$ cat config.mk
export PLATFORM = sky130hd
export DESIGN_NAME = rwnh_div
export DESIGN_NICKNAME = d
export VERILOG_FILES = /design/src/hw/rtl/rwnh_pkg.sv /design/src/hw/rtl/rwnh_div.sv
export SDC_FILE = /design/constraint.sdc
export NUM_CORES = 1
export LEC_CHECK = 0
export ABC_AREA = 1
export BUFFER_PORTS_ARGS = -buffer_cell sky130_fd_sc_hd__buf_2
export CAP_MARGIN = 20
export CORE_MARGIN = 2
export CORE_UTILIZATION = 62
export CTS_BUF_LIST = sky130_fd_sc_hd__clkbuf_4
export DETAILED_ROUTE_END_ITERATION = 8
export GPL_ROUTABILITY_DRIVEN = 1
export GPL_TIMING_DRIVEN = 0
export PLACE_DENSITY = 0.95
export SLEW_MARGIN = 20
export SYNTH_ARGS = -nofsm -noshare
export SYNTH_HDL_FRONTEND = slang
export SYNTH_SLANG_ARGS = --single-unit
$ cat constraint.sdc
create_clock -name aclk -period 4.75 [get_ports aclk]
set_clock_uncertainty 0.05 [all_clocks]
set_input_delay 0.2375 -clock aclk [delete_from_list [all_inputs] [get_ports aclk]]
set_output_delay 0.2375 -clock aclk [all_outputs]
set_load 0.005 [all_outputs]
$ cat src/hw/rtl/rwnh_pkg.sv
// Shared types, constants and helper functions of the nearest wall hit block.
`default_nettype none
package rwnh_pkg;

    localparam int MAX_SEGMENTS_DEF = 16;
    localparam int FRAC_BITS_DEF    = 8;

    localparam int VAL_W   = 24;
    localparam int SLOT_W  = 4;
    localparam int CNT_W   = 5;
    localparam int TOL_W   = 16;
    localparam int FAR_W   = 23;
    localparam int CFG_W   = 24;
    localparam int CIDX_W  = 3;
    localparam int WIDE_W  = 64;

    localparam logic [CIDX_W-1:0] REG_ACTIVE_LINES = 3'd0;
    localparam logic [CIDX_W-1:0] REG_FORWARD_X    = 3'd1;
    localparam logic [CIDX_W-1:0] REG_FORWARD_Y    = 3'd2;
    localparam logic [CIDX_W-1:0] REG_EDGE_TOL     = 3'd3;
    localparam logic [CIDX_W-1:0] REG_FAR_DISTANCE = 3'd4;

    localparam logic OP_WRITE = 1'b0;
    localparam logic OP_CAST  = 1'b1;

    typedef struct packed {
        logic                    op;
        logic [SLOT_W-1:0]       slot;
        logic                    vertical;
        logic signed [VAL_W-1:0] wall_offset;
        logic signed [VAL_W-1:0] span_low;
        logic signed [VAL_W-1:0] span_high;
        logic signed [VAL_W-1:0] tex_start;
        logic signed [VAL_W-1:0] tex_end;
        logic signed [VAL_W-1:0] ray_x;
        logic signed [VAL_W-1:0] ray_y;
    } in_word_t;

    typedef struct packed {
        logic                    found;
        logic signed [VAL_W-1:0] hit_x;
        logic signed [VAL_W-1:0] hit_y;
        logic signed [VAL_W-1:0] distance;
        logic signed [VAL_W-1:0] tex_coord;
        logic [SLOT_W-1:0]       hit_slot;
    } out_word_t;

    typedef struct packed {
        logic                    vertical;
        logic signed [VAL_W-1:0] offset;
        logic signed [VAL_W-1:0] low;
        logic signed [VAL_W-1:0] high;
        logic signed [VAL_W-1:0] tex_start;
        logic signed [VAL_W-1:0] tex_end;
    } seg_t;

    // Clamps a wide signed value to the 24-bit signed range.
    function automatic logic signed [VAL_W-1:0] sat24(input logic signed [WIDE_W-1:0] v);
        logic signed [WIDE_W-1:0] hi_lim;
        logic signed [WIDE_W-1:0] lo_lim;
        hi_lim = WIDE_W'(64'sd8388607);
        lo_lim = -WIDE_W'(64'sd8388608);
        if (v > hi_lim) begin
            return VAL_W'(hi_lim);
        end else if (v < lo_lim) begin
            return VAL_W'(lo_lim);
        end
        return VAL_W'(v);
    endfunction

endpackage
`default_nettype wire

$ cat src/hw/rtl/rwnh_div.sv
// Shared restoring divider, one quotient bit per cycle, truncating toward zero.
`default_nettype none
module rwnh_div
    import rwnh_pkg::*;
#(
    parameter int NUM_W = 34,
    parameter int DEN_W = 25
) (
    input  wire logic                    aclk,
    input  wire logic                    aresetn,
    input  wire logic                    start,
    input  wire logic signed [NUM_W-1:0] num,
    input  wire logic signed [DEN_W-1:0] den,
    output logic                         done,
    output logic signed [NUM_W-1:0]      quot
);

    localparam int MW  = NUM_W - 1;
    localparam int CTW = $clog2(MW + 1);

    logic [CTW-1:0]   cnt_reg;
    logic [MW-1:0]    quo_reg;
    logic [DEN_W-1:0] rem_reg;
    logic [DEN_W-1:0] dmag_reg;
    logic             neg_reg;
    logic             done_reg;
    logic [DEN_W:0]   trial;
    logic [DEN_W:0]   diff;
    logic [NUM_W-1:0] nmag;
    logic [DEN_W-1:0] dmag;

    always_comb begin
        nmag  = num[NUM_W-1] ? NUM_W'(-num) : NUM_W'(num);
        dmag  = den[DEN_W-1] ? DEN_W'(-den) : DEN_W'(den);
        trial = {rem_reg, quo_reg[MW-1]};
        diff  = trial - {1'b0, dmag_reg};
    end

    always_ff @(posedge aclk) begin
        if (!aresetn) begin
            cnt_reg  <= '0;
            done_reg <= 1'b0;
        end else begin
            done_reg <= 1'b0;
            if (start) begin
                cnt_reg <= CTW'(MW);
            end else if (cnt_reg != '0) begin
                cnt_reg <= cnt_reg - 1'b1;
                if (cnt_reg == CTW'(1)) begin
                    done_reg <= 1'b1;
                end
            end
        end
    end

    always_ff @(posedge aclk) begin
        if (start) begin
            quo_reg  <= nmag[MW-1:0];
            rem_reg  <= '0;
            dmag_reg <= dmag;
            neg_reg  <= num[NUM_W-1] ^ den[DEN_W-1];
        end else if (cnt_reg != '0) begin
            if (!diff[DEN_W]) begin
                rem_reg <= diff[DEN_W-1:0];
                quo_reg <= {quo_reg[MW-2:0], 1'b1};
            end else begin
                rem_reg <= trial[DEN_W-1:0];
                quo_reg <= {quo_reg[MW-2:0], 1'b0};
            end
        end
    end

    assign done = done_reg;
    assign quot = neg_reg ? -$signed({1'b0, quo_reg}) : $signed({1'b0, quo_reg});

endmodule
`default_nettype wire

Yosys cells after proc, flatten, opt, wreduce, memory -nomap -nowiden --
Index checks and enable logic that the tools add are counted.
Storage, ports and cells: register bits after elaboration 91, bits of input ports 62, output and inout port bits 35, word-level logic and storage cells 31
Operators by class: add/subtract/negate cells 5, equality and inequality tests 1, multiplexer cells 10, bitwise operators 3, reduce and logical (&&, ||, !) cells 4
Operator list (number):
- $mux 33 | 3
- $mux 34 | 1
- $neg 33->34 | 1
- $neg 33->33 | 1
- $sub 26x25->26 | 1
- $mux 25 | 1
- $neg 25->25 | 1
- $mux 24 | 1
- $mux 6 | 2
- $eq 6x1->1 const B | 1
- $reduce_bool 6->1 | 1
- $sub 6x1->6 const B | 1
- $reduce_or 3->1 | 1
- $mux 1 | 2
- $not 1->1 | 2
- $reduce_bool 2->1 | 1
- $reduce_or 2->1 | 1
- $xor 1x1->1 | 1

Logic depth before layout (Yosys ltp) --
depth in word-level cells 4, depth in mapped cells 16, gate-level depth less buffers 16

Least setup slack after synthesis --
Ideal clock, no wire load.
path kind register -> register, start register quo_reg[32], end register rem_reg[24], library setup time 0.117 ns, arrival 1.876 ns, data required time 4.583 ns, setup slack 2.707 ns, cell stages (with the launch flop) 16, path buffers 0, period minus slack after synthesis 2.043 ns, path through edfxtp_1 inv_1 ha_1 fa_1 inv_1 nand3_1 nand3_1 nand2_1 nand2_1 nand3_1 nand3_1 nand2_1 nand2_1 nor2_1 nor2_1 nor2_1
On the way: longest elaborated chain between the ends 2
RTL lines:
- start: declaration | RTL line rwnh_div.sv:22 | logic [MW-1:0] quo_reg;
- start signal: assignment | RTL line rwnh_div.sv:58 | quo_reg <= nmag[MW-1:0];
- start signal: assignment | RTL line rwnh_div.sv:65 | quo_reg <= {quo_reg[MW-2:0], 1'b1};
- start signal: assignment | RTL line rwnh_div.sv:68 | quo_reg <= {quo_reg[MW-2:0], 1'b0};
- $sub 26x25->26 | RTL line rwnh_div.sv:36 | diff = trial - {1'b0, dmag_reg};
- $mux 25 | RTL line rwnh_div.sv:63 | if (!diff[DEN_W]) begin
- end signal: assignment | RTL line rwnh_div.sv:64 | rem_reg <= diff[DEN_W-1:0];
- end signal: assignment | RTL line rwnh_div.sv:67 | rem_reg <= trial[DEN_W-1:0];
- end: declaration | RTL line rwnh_div.sv:23 | logic [DEN_W-1:0] rem_reg;
No other way between the ends. A chain may end at the register's enable or synchronous reset.

Final worst setup path --
start register quo_reg[0], end output quot[24]
On the way: longest elaborated chain between the ends 2
RTL lines:
- $neg 33->34 | RTL line rwnh_div.sv:74 | assign quot = neg_reg ? -$signed({1'b0, quo_reg}) : $signed({1'b0, quo_reg});
- $mux 34 | RTL line rwnh_div.sv:74
- end: declaration | RTL line rwnh_div.sv:15 | output logic signed [NUM_W-1:0] quot
No other way between the ends.

==> results_dict.tcl <==
set metrics [dict create \
    drtPass1Iterations 8 \
    routedWlPerCell_um 15.2 \
    async_flop_share 0 \
    tightest_slew_ns 0.792 \
    fin_area_sq_um 9000 \
    antenna_found_initial 1 \
    syn_nets 1331 \
    setup.worst_path.class "flip-flop to output port" \
    end_kind "output port" \
    remaining_drc_errors 0 \
    netlist.area_leader.share 0.217 \
    grt_overflow_total 0 \
    pwr-share-comb 0.598 \
    leakagePower_uw 0.00466 \
    dpl.cell_count 1504 \
    initial_utilization 0.641 \
    die_w_um 119 \
    area_delta_synth_final_pct 10.5 \
    core_sq_um 12700 \
    cp_max_fo 5 \
    clock_latency_ns 0.47 \
    syn_avg_cell_area_sq_um 6.59 \
    fin_crit_ns 2.95 \
    final_cell_mix "308 x nand2_1, 188 x inv_1, 169 x nor2_1, 121 x nand3_1, 97 x buf_2" \
    synthTopCellsByArea "edfxtp_1 22%, nand2_1 14%, inv_1 8.7%" \
    grt_busiest_layer "met2" \
    synth_area_sq_um 8150 \
    setup_viol 0 \
    htreeDepth 3 \
    root_buffer "clkbuf_4" \
    hold_depth 2 \
    crit_required_ns 4.46 \
    cts.sinks 91 \
    grt_pass1_vias 7764 \
    drive_gt1_frac 0.124 \
    swShare 0.494 \
    slew_viol_final 0 \
    synth_edf_count 59 \
    r2r_cells 15 \
    met2_usage 0.515 \
    hold_class "primary input to flip-flop" \
    cts_tree "done" \
    rows 41 \
    final_common_cell "nand2_1" \
    cts_buffers 9 \
    dp_hpwl_um 18300 \
    final_cells 1523 \
    p_sw_uw 2070 \
    io_pins 97 \
    die_area_sq_um 14100 \
    yosys_most_used_dff "edfxtp_1" \
    finalPower_uw 4190 \
    status "completed" \
    grt_pass1_wl_um 37100 \
    peakVddDrop_mv 0.213 \
    num_vias 8557 \
    hold_viol 0 \
    met1_usage 0.443 \
    postPlaceCellArea_sq_um 8840 \
    post-cts-setup-buffers 0 \
    yosysUniqueCellTypes 46 \
    nets 1439 \
    ctsResizeCount 0 \
    slew_headroom 0.470 \
    clk_pin_slew_ns 0.16 \
    gp_congestion 1.01 \
    p_clk_frac 0.106 \
    drt_iter0_drc 845 \
    yosysSeqAreaShare 0.296 \
    cts_buffer_depth 2 \
    largest_register_ffs 33 \
    drt_wl_total_um 23100 \
    p_int_uw 2120 \
    port_buffers 95 \
    maxCapViolCount 0 \
    setup_tns_ns 0 \
    grt_max_degree 34 \
    min_period_over_period 0.621 \
    seq_power_share 0.295 \
    vias_per_cell 5.62 \
    syn_inst 1237 \
    fin_util 0.708 \
    synth-seq-cells 91 \
    grtUsageTotal 0.327 \
    yosysWarnings 0 \
    rsz0062_at_grt "no" \
    p_per_area_nw_per_um2 465 \
    max_freq_mhz 339 \
    die-height_um 119 \
    synth_top_cell_by_area "edfxtp_1" \
    cp-start-kind "flip-flop" \
    postRouteAntennaNets 0 \
    grt_util_met3 0.0729 \
    cp.arrival_ns 2.66 \
]
==> Yosys cell counts (2+ instances only) <==
cell and number:
a21oi_1 26, o21ai_2 2, nand3_1 121, inv_2 6
nand2_2 7, dfxtp_1 32, clkbuf_1 22, nor3_1 10
nand4_1 18, clkinv_1 2, nand3_2 11, a31oi_1 5
xnor2_1 20, o21ai_1 11, nand2_4 3, nor2_1 169
buf_2 2, nand3_4 3, buf_4 2, o211ai_1 2
o21bai_1 2, or2_1 2, nor2_2 6, or2_2 2
nand2_1 309, ha_1 31, o31ai_1 2, xor2_1 67
nor2_4 2, o21ai_0 61, edfxtp_1 59, nand3b_1 6
buf_6 5, nor4_1 9, inv_1 188, a21oi_2 2
==> area by class of cell <==
class / count / area, sq um
repair buffers: 97 / 495
multi-input cells: 918 / 4840
well taps: 172 / 215
diodes: 1 / 2.50
clock inverters: 5 / 55.1
clock buffers: 11 / 82.6
plain buffers: 32 / 168
inverters: 196 / 736
fillers: 1097 / 3720
flip-flops and latches: 91 / 2410
==> critical path: stages, from the launching register on <==
cell	delay, ns
edfxtp_1	0.45
inv_1	0.12
ha_1	0.20
nand4_1	0.17
nor2_2	0.17
nand3_1	0.15
nand2_1	0.14
o21ai_1	0.13
a21oi_2	0.26
xor2_1	0.26
buf_2	0.16
==> metal layers <==
layer,up-vias,part of all wire
met5,-,0
met4,0,0.033
met3,74,0.11
met2,485,0.44
met1,3823,0.41
li1,4175,-
==> cells by family after synthesis <==
logic type | count (synthesis) | share of synthesized area
buffers and inverters | 228 | 0.111
adder cells (fa/ha/maj) | 32 | 0.0500
flip-flops | 91 | 0.296
XOR/XNOR | 87 | 0.0935
AND/OR/NAND/NOR | 682 | 0.370
AO/OA/AOI/OAI | 117 | 0.0794
==> per-stage QoR <==
step,hold slack [ns],worst slack (ns)
detailed placement,0.408,2.08
floorplan,0.285,2.71
finish,0.0125,1.80
global route,0.0137,1.60
global placement,0.404,1.76
CTS,0.00311,1.84
==> timing repair <==
| item | in CTS | in global routing |
|---|---|---|
| endpoints found under the setup margin | 0 | 0 |
| hold buffers | 2 | 0 |
| endpoints found under the hold margin | 3 | 0 |
==> power groups by stage <==
stage / sequential, uW / clock [uW] / combinational (uW)
after floorplan: 1190 / 0 / 1820
after global placement: 1240 / 0 / 2380
after detailed placement: 1240 / 0 / 2440
after CTS: 1230 / 441 / 2450
after global routing: 1260 / 470 / 2790
final: 1240 / 445 / 2510
==> path summary, 6_finish.rpt <==
kind               startpoint  slack (ns)     endpoint
setup / recovery   quo_reg[0]        1.80     quot[24]
hold reg to reg    cnt_reg[3]        0.45   cnt_reg[3]
hold / removal         den[6]        0.01  dmag_reg[6]
setup reg to reg  quo_reg[32]        2.25  rem_reg[24]
Power figures use the tool's default switching activity.
